**src/rtl/ps2mct_pkg.sv**
```systemverilog
// Shared types and constants for the PS/2 mouse cursor tracker.
package ps2mct_pkg;

  // Sub-cell steps per text cell on each axis
  localparam int X_SUBSTEPS = 4;
  localparam int Y_SUBSTEPS = 8;

  // Mouse acknowledge byte, never a valid header
  localparam logic [7:0] MOUSE_ACK = 8'hFA;

  // Configuration register indexes
  localparam int CFG_IDX_W = 2;
  typedef enum logic [CFG_IDX_W-1:0] {
    CFG_SCREEN_COLUMNS = 2'd0,
    CFG_SCREEN_ROWS    = 2'd1
  } cfg_idx_t;

  // Reset values of the configuration registers
  localparam logic [7:0] COLUMNS_RESET = 8'd80;
  localparam logic [7:0] ROWS_RESET    = 8'd25;

  // Movement handed from the packet framer to the cursor update
  typedef struct packed {
    logic              last;  // current byte completes a packet
    logic signed [8:0] dx;    // sign-extended X movement
    logic signed [8:0] dy;    // sign-extended Y movement
  } move_t;

endpackage

```
**src/rtl/ps2mct_framer.sv**
```systemverilog
// Packet framer: header check, sign capture and X byte holding.
module ps2mct_framer (
  input  logic                clk,
  input  logic                rst_n,
  input  logic                advance,
  input  logic [7:0]          rx_byte,
  output ps2mct_pkg::move_t   move
);
  import ps2mct_pkg::*;

  typedef enum logic [1:0] {
    AWAIT_HDR = 2'd0,
    AWAIT_X   = 2'd1,
    AWAIT_Y   = 2'd2
  } phase_t;

  phase_t     phase_r;
  logic [1:0] sign_bits_r;
  logic [7:0] held_dx_r;
  logic       header_ok;

  // Accept a header only with bit 3 set and bits 6 and 7 clear
  assign header_ok = (rx_byte != 8'd0) && (rx_byte != MOUSE_ACK) &&
                     rx_byte[3] && !rx_byte[6] && !rx_byte[7];

  // Present movement of the packet completed by the current byte
  assign move.last = (phase_r == AWAIT_Y);
  assign move.dx   = {sign_bits_r[0], held_dx_r};
  assign move.dy   = {sign_bits_r[1], rx_byte};

  // Advance the packet phase on each processed byte
  always_ff @(posedge clk) begin
    if (!rst_n) begin
      phase_r     <= AWAIT_HDR;
      sign_bits_r <= 2'b00;
      held_dx_r   <= 8'd0;
    end else if (advance) begin
      case (phase_r)
        AWAIT_X: begin
          held_dx_r <= rx_byte;
          phase_r   <= AWAIT_Y;
        end
        AWAIT_Y: begin
          phase_r <= AWAIT_HDR;
        end
        default: begin
          if (header_ok) begin
            sign_bits_r <= rx_byte[5:4];
            phase_r     <= AWAIT_X;
          end else begin
            phase_r <= AWAIT_HDR;
          end
        end
      endcase
    end
  end

endmodule

```
**src/rtl/ps2mct_axis.sv**
```systemverilog
// One cursor axis: add a signed movement and saturate to 0 .. top.
module ps2mct_axis (
  input  logic              [10:0] pos,
  input  logic signed       [9:0]  delta,
  input  logic              [10:0] top,
  output logic              [10:0] pos_nxt
);
  import ps2mct_pkg::*;

  logic signed [12:0] sum;

  // Widen both operands so the sum never wraps
  assign sum = signed'({2'b00, pos}) + 13'(delta);

  // Clamp below at zero and above at the range limit
  always_comb begin
    if (sum[12]) begin
      pos_nxt = 11'd0;
    end else if (sum[11:0] > {1'b0, top}) begin
      pos_nxt = top;
    end else begin
      pos_nxt = sum[10:0];
    end
  end

endmodule

```
**src/rtl/ps2_mouse_cursor_tracker_core.sv**
```systemverilog
// PS/2 mouse cursor tracker top level.
// The Y byte passes through the input register and then the output register before its result appears on out_valid.
// Throughput: one byte per cycle while the input does not stall, through the single input register and output register.
// Input and output are parted by the output register; input stalls only when a
// completing byte meets a held, stalled result.
// Reset (rst_n, synchronous): cursor at 0,0, awaiting header, 80 columns by 25 rows.
module ps2_mouse_cursor_tracker_core (
  input  logic                              clk,
  input  logic                              rst_n,
  input  logic                              in_valid,
  output logic                              in_stall,
  input  logic [7:0]                        in_rx_byte,
  output logic                              out_valid,
  input  logic                              out_stall,
  output logic [9:0]                        out_fine_x,
  output logic [10:0]                       out_fine_y,
  output logic [7:0]                        out_cell_column,
  output logic [7:0]                        out_cell_row,
  input  logic                              cfg_valid,
  output logic                              cfg_ready,
  input  logic [ps2mct_pkg::CFG_IDX_W-1:0]  cfg_index,
  input  logic [7:0]                        cfg_data
);
  import ps2mct_pkg::*;

  logic        s1_valid_r, s1_valid_nxt;
  logic [7:0]  s1_byte_r;
  logic        in_accept, out_free, s1_fire;
  move_t       mv;

  logic [7:0]  columns_r, rows_r;
  logic [7:0]  columns_eff, rows_eff;
  logic [10:0] top_x, top_y;

  logic [9:0]  cursor_x_r;
  logic [10:0] cursor_y_r;
  logic signed [9:0] delta_x, dy_ext, delta_y;
  logic [10:0] new_x, new_y;

  logic        out_valid_r, out_valid_nxt;
  logic [9:0]  fine_x_r;
  logic [10:0] fine_y_r;
  logic [7:0]  cell_column_r, cell_row_r;

  // Configuration writes are always taken
  assign cfg_ready = 1'b1;

  always_ff @(posedge clk) begin
    if (!rst_n) begin
      columns_r <= COLUMNS_RESET;
      rows_r    <= ROWS_RESET;
    end else if (cfg_valid && cfg_ready) begin
      case (cfg_idx_t'(cfg_index))
        CFG_SCREEN_COLUMNS: columns_r <= cfg_data;
        CFG_SCREEN_ROWS:    rows_r    <= cfg_data;
        default: ;
      endcase
    end
  end

  // Treat a zero dimension as one cell
  assign columns_eff = (columns_r == 8'd0) ? 8'd1 : columns_r;
  assign rows_eff    = (rows_r == 8'd0) ? 8'd1 : rows_r;
  assign top_x = 11'(32'(columns_eff) * X_SUBSTEPS - 1);
  assign top_y = 11'(32'(rows_eff) * Y_SUBSTEPS - 1);

  // Input register: process the held byte unless its result has nowhere to go
  assign out_free  = !out_valid_r || !out_stall;
  assign s1_fire   = s1_valid_r && (!mv.last || out_free);
  assign in_stall  = s1_valid_r && !s1_fire;
  assign in_accept = in_valid && !in_stall;

  always_comb begin
    s1_valid_nxt = s1_valid_r;
    if (in_accept) begin
      s1_valid_nxt = 1'b1;
    end else if (s1_fire) begin
      s1_valid_nxt = 1'b0;
    end
  end

  always_ff @(posedge clk) begin
    if (!rst_n) begin
      s1_valid_r <= 1'b0;
    end else begin
      s1_valid_r <= s1_valid_nxt;
    end
  end

  always_ff @(posedge clk) begin
    if (in_accept) begin
      s1_byte_r <= in_rx_byte;
    end
  end

  // Packet framing
  ps2mct_framer u_framer (
    .clk     (clk),
    .rst_n   (rst_n),
    .advance (s1_fire),
    .rx_byte (s1_byte_r),
    .move    (mv)
  );

  // X moves right on positive, Y moves down on negative mouse Y
  assign delta_x = 10'(mv.dx);
  assign dy_ext  = 10'(mv.dy);
  assign delta_y = -dy_ext;

  logic [10:0] axis_x_out;

  ps2mct_axis u_axis_x (
    .pos     ({1'b0, cursor_x_r}),
    .delta   (delta_x),
    .top     (top_x),
    .pos_nxt (axis_x_out)
  );
  assign new_x = axis_x_out;

  ps2mct_axis u_axis_y (
    .pos     (cursor_y_r),
    .delta   (delta_y),
    .top     (top_y),
    .pos_nxt (new_y)
  );

  // Cursor state: update on each completed packet
  always_ff @(posedge clk) begin
    if (!rst_n) begin
      cursor_x_r <= 10'd0;
      cursor_y_r <= 11'd0;
    end else if (s1_fire && mv.last) begin
      cursor_x_r <= new_x[9:0];
      cursor_y_r <= new_y;
    end
  end

  // Output register: load on a completed packet, drop once taken
  always_comb begin
    out_valid_nxt = out_valid_r;
    if (s1_fire && mv.last) begin
      out_valid_nxt = 1'b1;
    end else if (out_valid_r && !out_stall) begin
      out_valid_nxt = 1'b0;
    end
  end

  always_ff @(posedge clk) begin
    if (!rst_n) begin
      out_valid_r <= 1'b0;
    end else begin
      out_valid_r <= out_valid_nxt;
    end
  end

  always_ff @(posedge clk) begin
    if (s1_fire && mv.last) begin
      fine_x_r      <= new_x[9:0];
      fine_y_r      <= new_y;
      cell_column_r <= 8'(new_x / X_SUBSTEPS);
      cell_row_r    <= 8'(new_y / Y_SUBSTEPS);
    end
  end

  assign out_valid       = out_valid_r;
  assign out_fine_x      = fine_x_r;
  assign out_fine_y      = fine_y_r;
  assign out_cell_column = cell_column_r;
  assign out_cell_row    = cell_row_r;

  // A stalled input always has a byte waiting in the input register
  a_stall_has_byte: assert property (@(posedge clk) disable iff (!rst_n)
    in_stall |-> s1_valid_r)
    else $error("input stalled with empty input register");

  // A completed packet always produces a result in the next cycle
  a_packet_result: assert property (@(posedge clk) disable iff (!rst_n)
    (s1_fire && mv.last) |=> out_valid)
    else $error("completed packet produced no result");

  // A held result is the cursor state it was computed with
  a_result_tracks_cursor: assert property (@(posedge clk) disable iff (!rst_n)
    out_valid |-> (out_fine_x == cursor_x_r && out_fine_y == cursor_y_r))
    else $error("result does not match cursor state");

endmodule
```
**config.mk**
```make
export PLATFORM = sky130hd
export DESIGN_NAME = ps2_mouse_cursor_tracker_core
export DESIGN_NICKNAME = d
export VERILOG_FILES = /design/src/rtl/ps2mct_pkg.sv /design/src/rtl/ps2mct_framer.sv /design/src/rtl/ps2mct_axis.sv /design/src/rtl/ps2_mouse_cursor_tracker_core.sv
export SDC_FILE = /design/constraint.sdc
export NUM_CORES = 1
export LEC_CHECK = 0
export ABC_AREA = 1
export BUFFER_PORTS_ARGS = -buffer_cell sky130_fd_sc_hd__buf_2
export CAP_MARGIN = 0
export CORE_MARGIN = 2
export CORE_UTILIZATION = 47
export DETAILED_ROUTE_END_ITERATION = 10
export PLACE_DENSITY = 0.69
export SYNTH_ARGS = -nofsm -noshare
export SYNTH_HDL_FRONTEND = slang
export SYNTH_SLANG_ARGS = --single-unit
```
**constraint.sdc**
```tcl
create_clock -name clk -period 3.2 [get_ports clk]
set_clock_uncertainty 0.2 [all_clocks]
set_input_delay 0.64 -clock clk [delete_from_list [all_inputs] [get_ports clk]]
set_output_delay 0.64 -clock clk [all_outputs]
set_load 0.01 [all_outputs]
```
# [Word level (Yosys, flattened, before mapping)]
# Index checks and enable logic that the tools add are counted.
[totals] regBits=96 input_bits=23 out_inout_bits=40 word_cells=67
[classes] add_sub_neg=5 n_lt_le_gt_ge=2 eq_ne=4 n_mux=12 bitwise_logic=1 reduce_logical=29
[ops] operator="$gt A12 B11 Y1" n=2
[ops] operator="$mux W11" n=2
[ops] operator="$mux W10" n=2
[ops] operator="$logic_not A8 Y1" n=2
[ops] operator="$mux W8" n=2
[ops] operator="$add A12 B10 Y13" n=1
[ops] operator="$add A11 B9 Y12" n=1
[ops] operator="$sub A10 B1 Y11 const B" n=1
[ops] operator="$sub A11 B1 Y11 const B" n=1
[ops] operator="$neg A9 Y10" n=1
[ops] operator="$logic_and A1 B1 Y1" n=9
[ops] operator="$ne A8 B8 Y1 const B" n=1
[ops] operator="$reduce_bool A8 Y1" n=1
[ops] operator="$logic_not A1 Y1" n=7
[ops] operator="$reduce_and A2 Y1" n=3
[ops] operator="$mux W1" n=5
[ops] operator="$eq A2 B1 Y1 const B" n=2
[ops] operator="$pmux W2 S2" n=1
[ops] operator="$reduce_bool A2 Y1" n=2
[ops] operator="$reduce_and A3 Y1" n=1
[ops] operator="$eq A2 B2 Y1 const B" n=1
[ops] operator="$logic_not A2 Y1" n=1
[ops] operator="$logic_or A1 B1 Y1" n=2
[ops] operator="$reduce_or A2 Y1" n=1
[ops] operator="$not A1 Y1" n=1

# [Logic depth before layout (Yosys ltp)]
[depth] word_depth=9 depth_mapped=23 ltp_nobuf=22

# [Hierarchy]
# From an unflattened synthesis, not the netlist that was laid out.
[unflattened] hier_cells=754 area_unflattened_um2=5870.6
[by_module_without_submodules] mod="ps2_mouse_cursor_tracker_core" n_inst=1 cells_each=307 area_per_inst_um2=2859.0 seq_area_each_um2=1651.6
[by_module_without_submodules] mod="ps2mct_axis (u_axis_y)" n_inst=1 cells_each=189 area_per_inst_um2=1243.7 seq_area_each_um2=0.0
[by_module_without_submodules] mod="ps2mct_axis (u_axis_x)" n_inst=1 cells_each=189 area_per_inst_um2=1192.4 seq_area_each_um2=0.0
[by_module_without_submodules] mod="ps2mct_framer" n_inst=1 cells_each=69 area_per_inst_um2=575.6 seq_area_each_um2=240.2

# [Worst setup path before layout]
# OpenSTA, ideal clock, no wires.
[synth_path] kind="register to register" startpoint="register u_framer.held_dx_r[0]" endpoint="register fine_x_r[1] (netlist: out_fine_x[1]), data pin" setup_ns=0.256 t_arrival_ns=2.963 slack_ns=-0.219 stages_incl_launch_ff=19 n_path_buf=1 period_less_slack_ns=3.419 path_cell_list="dfxtp_1 ha_1 inv_1 fa_1 o21ai_0 nand2_1 o211ai_1 nand2_1 nand2_1 a21oi_1 xor2_1 ha_1 nand4_1 or3_1 clkbuf_1 nand2_2 inv_1 o21ai_1 inv_1"
[synth_via] elab_chain_cells=4
[synth_rtl] element="from (decl)" line_no="ps2mct_framer.sv:19" rtl="logic [7:0] held_dx_r;"
[synth_rtl] element="from (signal assigned)" line_no="ps2mct_framer.sv:40" rtl="held_dx_r <= rx_byte;"
[synth_rtl] element="$add A11 B9 Y12 (*)" line_no="ps2mct_axis.sv:13" rtl="assign sum = signed'({2'b00, pos}) + 13'(delta);"
[synth_rtl] element="$gt A12 B11 Y1" line_no="ps2mct_axis.sv:19" rtl="end else if (sum[11:0] > {1'b0, top}) begin"
[synth_rtl] element="$mux W10" line_no="ps2mct_axis.sv:19"
[synth_rtl] element="$mux W10 (*)" line_no="ps2mct_axis.sv:17" rtl="if (sum[12]) begin"
[synth_rtl] element="net axis_x_out[1]" line_no="ps2_mouse_cursor_tracker_core.sv:110" rtl="logic [10:0] axis_x_out;"
[synth_rtl] element="to (signal assigned)" line_no="ps2_mouse_cursor_tracker_core.sv:158" rtl="fine_x_r <= new_x[9:0];"
[synth_rtl] element="to (decl)" line_no="ps2_mouse_cursor_tracker_core.sv:41" rtl="logic [9:0] fine_x_r;"
# Mark *: on every way through the listed nets, which the timed path passes. The rest lies on a longest branch.
# A chain may end at the register's enable or synchronous reset.

# [Worst setup path in the final report]
# Ends and elaborated chain as after synthesis.

==> impl_metrics.ini <==
[route]
antenna_left = 0
detail_route.first_pass.iterations = 5
wl_um = 15100
vias = 4963
drc = 0
wire_per_inst_um = 16.3
drt_iter0_markers = 331
avgViaCountPerCell = 5.34

[logic_synthesis]
yosys_warnings = 0
synth_cells = 634
synth-main-ff-cell = dfxtp_1
async_flop_share_pct = 0
synth_nets = 703
synth_edf_count = 29
yosysSeqAreaShare_pct = 37.9
synthDistinctLibCells = 36
synth_seq_cells = 80
syn_area_um2 = 4990
synth.avg_cell_area_um2 = 7.87

[sta]
finalCritPeriodShare_pct = 107
fmax_mhz = 293
rsz0062_at_grt = yes
relSlewSlack_pct = 46.6
setup_viol = 42
setup_slack_ps = -209
min_period_ps = 3410
maxSlewViolCount = 0
worst-slew-pin-transition_ps = 799
finalHoldViolations = 0

[floorplan]
rows = 37
fp.dieW_um = 107
die_area_um2 = 11500
die_y_um = 107
ios = 63
initial_core_util_pct = 48.3
core_area_um2 = 10300

[power]
p_leak_nw = 3.44
ir_drop_v = 0.000263
power_per_cell_area_nw_per_um2 = 318

[place]
place_ws_ps = -433
io_buffers = 61
placed_area_um2 = 5750
dp_hpwl_um = 9460
place_congestion = 0.967

[status]
status = finished with violations
violations = setup timing

[worst_setup_path]
crit_path_cell_trace = ha_4, inv_2, fa_2, o21ai_2, buf_4, nand2_2, o211ai_1, nand2_1, nand2_1, a21oi_2, xor2_1, ha_1, nand4_1, or3_4, nand2_4, inv_4, o21ai_4, inv_2
path_class = reg -> reg
endpoint_kind = register
crit_arrival_ps = 3330
crit_fanout = 7
required_ps = 3120
crit_slowest_cell = or3_4
cpPeakStageDelay_ps = 410
crit_path_start_kind = register

[cells_and_area]
final_cell_mix = 99 x buf_4, 78 x inv_1, 72 x nand2_1
diodes = 0
layout_commonest_cell = buf_4
drive_gt1_share_pct = 45.5
area.growth.synth_to_final_pct = 43.9
fin_area_um2 = 7180
final_nets = 857

[clocking]
htree_levels = 3
cts_buffer_depth = 2
worst_skew_pair.late_latency_ps = 360
cts_tree = yes
cts.sinks = 80
cts_buffers = 9
path_clk_slew_ps = 80
root_buffer = clkbuf_8

[global_routing]
grtUsageTotal_pct = 24.3
grt-ovfl-total = 0
grt_pass1_vias = 4646
antenna_found_initial = 0
grt_max_degree = 30
grt_first_pass_wirelength_um = 21800

[job]
maxCapViolations = 0

[min_path]
hp-class = in -> reg
==> where the power goes <==
group | internal, mW | total [mW] | leakage (nW) | switching (mW)
sequential | 1.07 | 1.09 | 0.693 | 0.0180
clock | 0.362 | 0.741 | 0.0953 | 0.379
combinational | 0.203 | 0.448 | 2.66 | 0.246
total | 1.64 | 2.28 | 3.44 | 0.643
==> metal layers <==
layer  wire length [um]  GRT usage (%)
met3                788           4.19
met1               6150           30.6
met4                519           9.93
met2               7650           41.1
met5                  0              0
==> path summary, 6_finish.rpt <==
path | end | startpoint | cells past startpoint | slack [ps]
max | out_fine_x[1] | u_framer.held_dx_r[0] | 18 | -210
min | s1_byte_r[5] | in_rx_byte[5] | 1 | 250
max reg2reg | out_fine_x[1] | u_framer.held_dx_r[0] | 18 | -210
min reg2reg | u_framer.held_dx_r[4] | u_framer.held_dx_r[4] | 2 | 280
==> cells by family after synthesis <==
family                   Yosys count  share of synthesized area [%]
other                              1                         0.0752
flip-flops                        80                           37.9
XOR/XNOR                          27                           5.12
buffers and inverters            141                           12.4
AND/OR/NAND/NOR                  212                           19.1
AO/OA/AOI/OAI                    127                           13.5
adder cells (fa/ha/maj)           46                           11.8
==> critical path, delay by kind of cell (launching register included) <==
family | cells | cell delay [ps]
simple gates | 6 | 870
compound gates | 4 | 500
fa+ha+maj | 3 | 780
xor+xnor | 1 | 140
flops | 1 | 380
buf+inv | 4 | 270
==> Yosys cell counts, types with 2 or more instances <==
| master | number | area [um2] |
|---|---|---|
| ha_1 | 44 | 551 |
| fa_1 | 2 | 40.0 |
| nor2_1 | 25 | 93.8 |
| o21ai_0 | 43 | 215 |
| clkbuf_1 | 10 | 37.5 |
| nor3_1 | 7 | 35.0 |
| clkinv_1 | 2 | 7.51 |
| nand4_1 | 7 | 43.8 |
| nand3_1 | 56 | 280 |
| o21ai_1 | 2 | 10.0 |
| buf_4 | 17 | 128 |
| xnor2_1 | 8 | 70.1 |
| nand2_2 | 3 | 18.8 |
| xor2_1 | 18 | 158 |
| a21oi_1 | 69 | 345 |
| o211ai_1 | 5 | 37.5 |
| nand2_1 | 104 | 390 |
| inv_1 | 109 | 409 |
| dfxtp_1 | 51 | 1020 |
| edfxtp_1 | 29 | 871 |
| o21bai_1 | 3 | 22.5 |
| nand3_2 | 6 | 60.1 |
==> state kept, by name (all words and copies together), names as in the netlist, 8 cells and up <==
register            cells
cursor_y_r             11
out_fine_y             11
cursor_x_r             10
out_fine_x             10
columns_r               8
rows_r                  8
s1_byte_r               8
u_framer.held_dx_r      8
==> timing repair <==
action,in CTS,in global routing
hold buffers,0,0
gates cloned,2,0
pin swaps,42,57
hold endpoints to repair,0,0
endpoints found under the setup margin,42,42
resized for setup,97,117
buffers inserted,27,19
==> final cells by class <==
cell class	instances	area, um2
clock buffers	11	131
clock inverters	5	56.3
fillers	746	3150
inverters	111	419
multi-input cells	415	3320
flip-flops and latches	80	1900
well taps	136	170
repair buffers	171	1180
==> stage by stage <==
step | hold slack (ps) | setup TNS (ps) | power [mW] | cells | utilization [%]
5_1_grt | 233 | -11120 | 2.37 | 929 | 69.5
6_report | 254 | -5000 | 2.28 | 929 | 69.5
3_3_place_gp | 268 | -10230 | 1.40 | 865 | 55.7
3_5_place_dp | 267 | -14080 | 1.40 | 865 | 55.7
2_1_floorplan | 230 | 0 | 1.29 | 634 | -
4_1_cts | 228 | -2560 | 2.20 | 910 | 63.4
(Power assumes the default switching activity.)
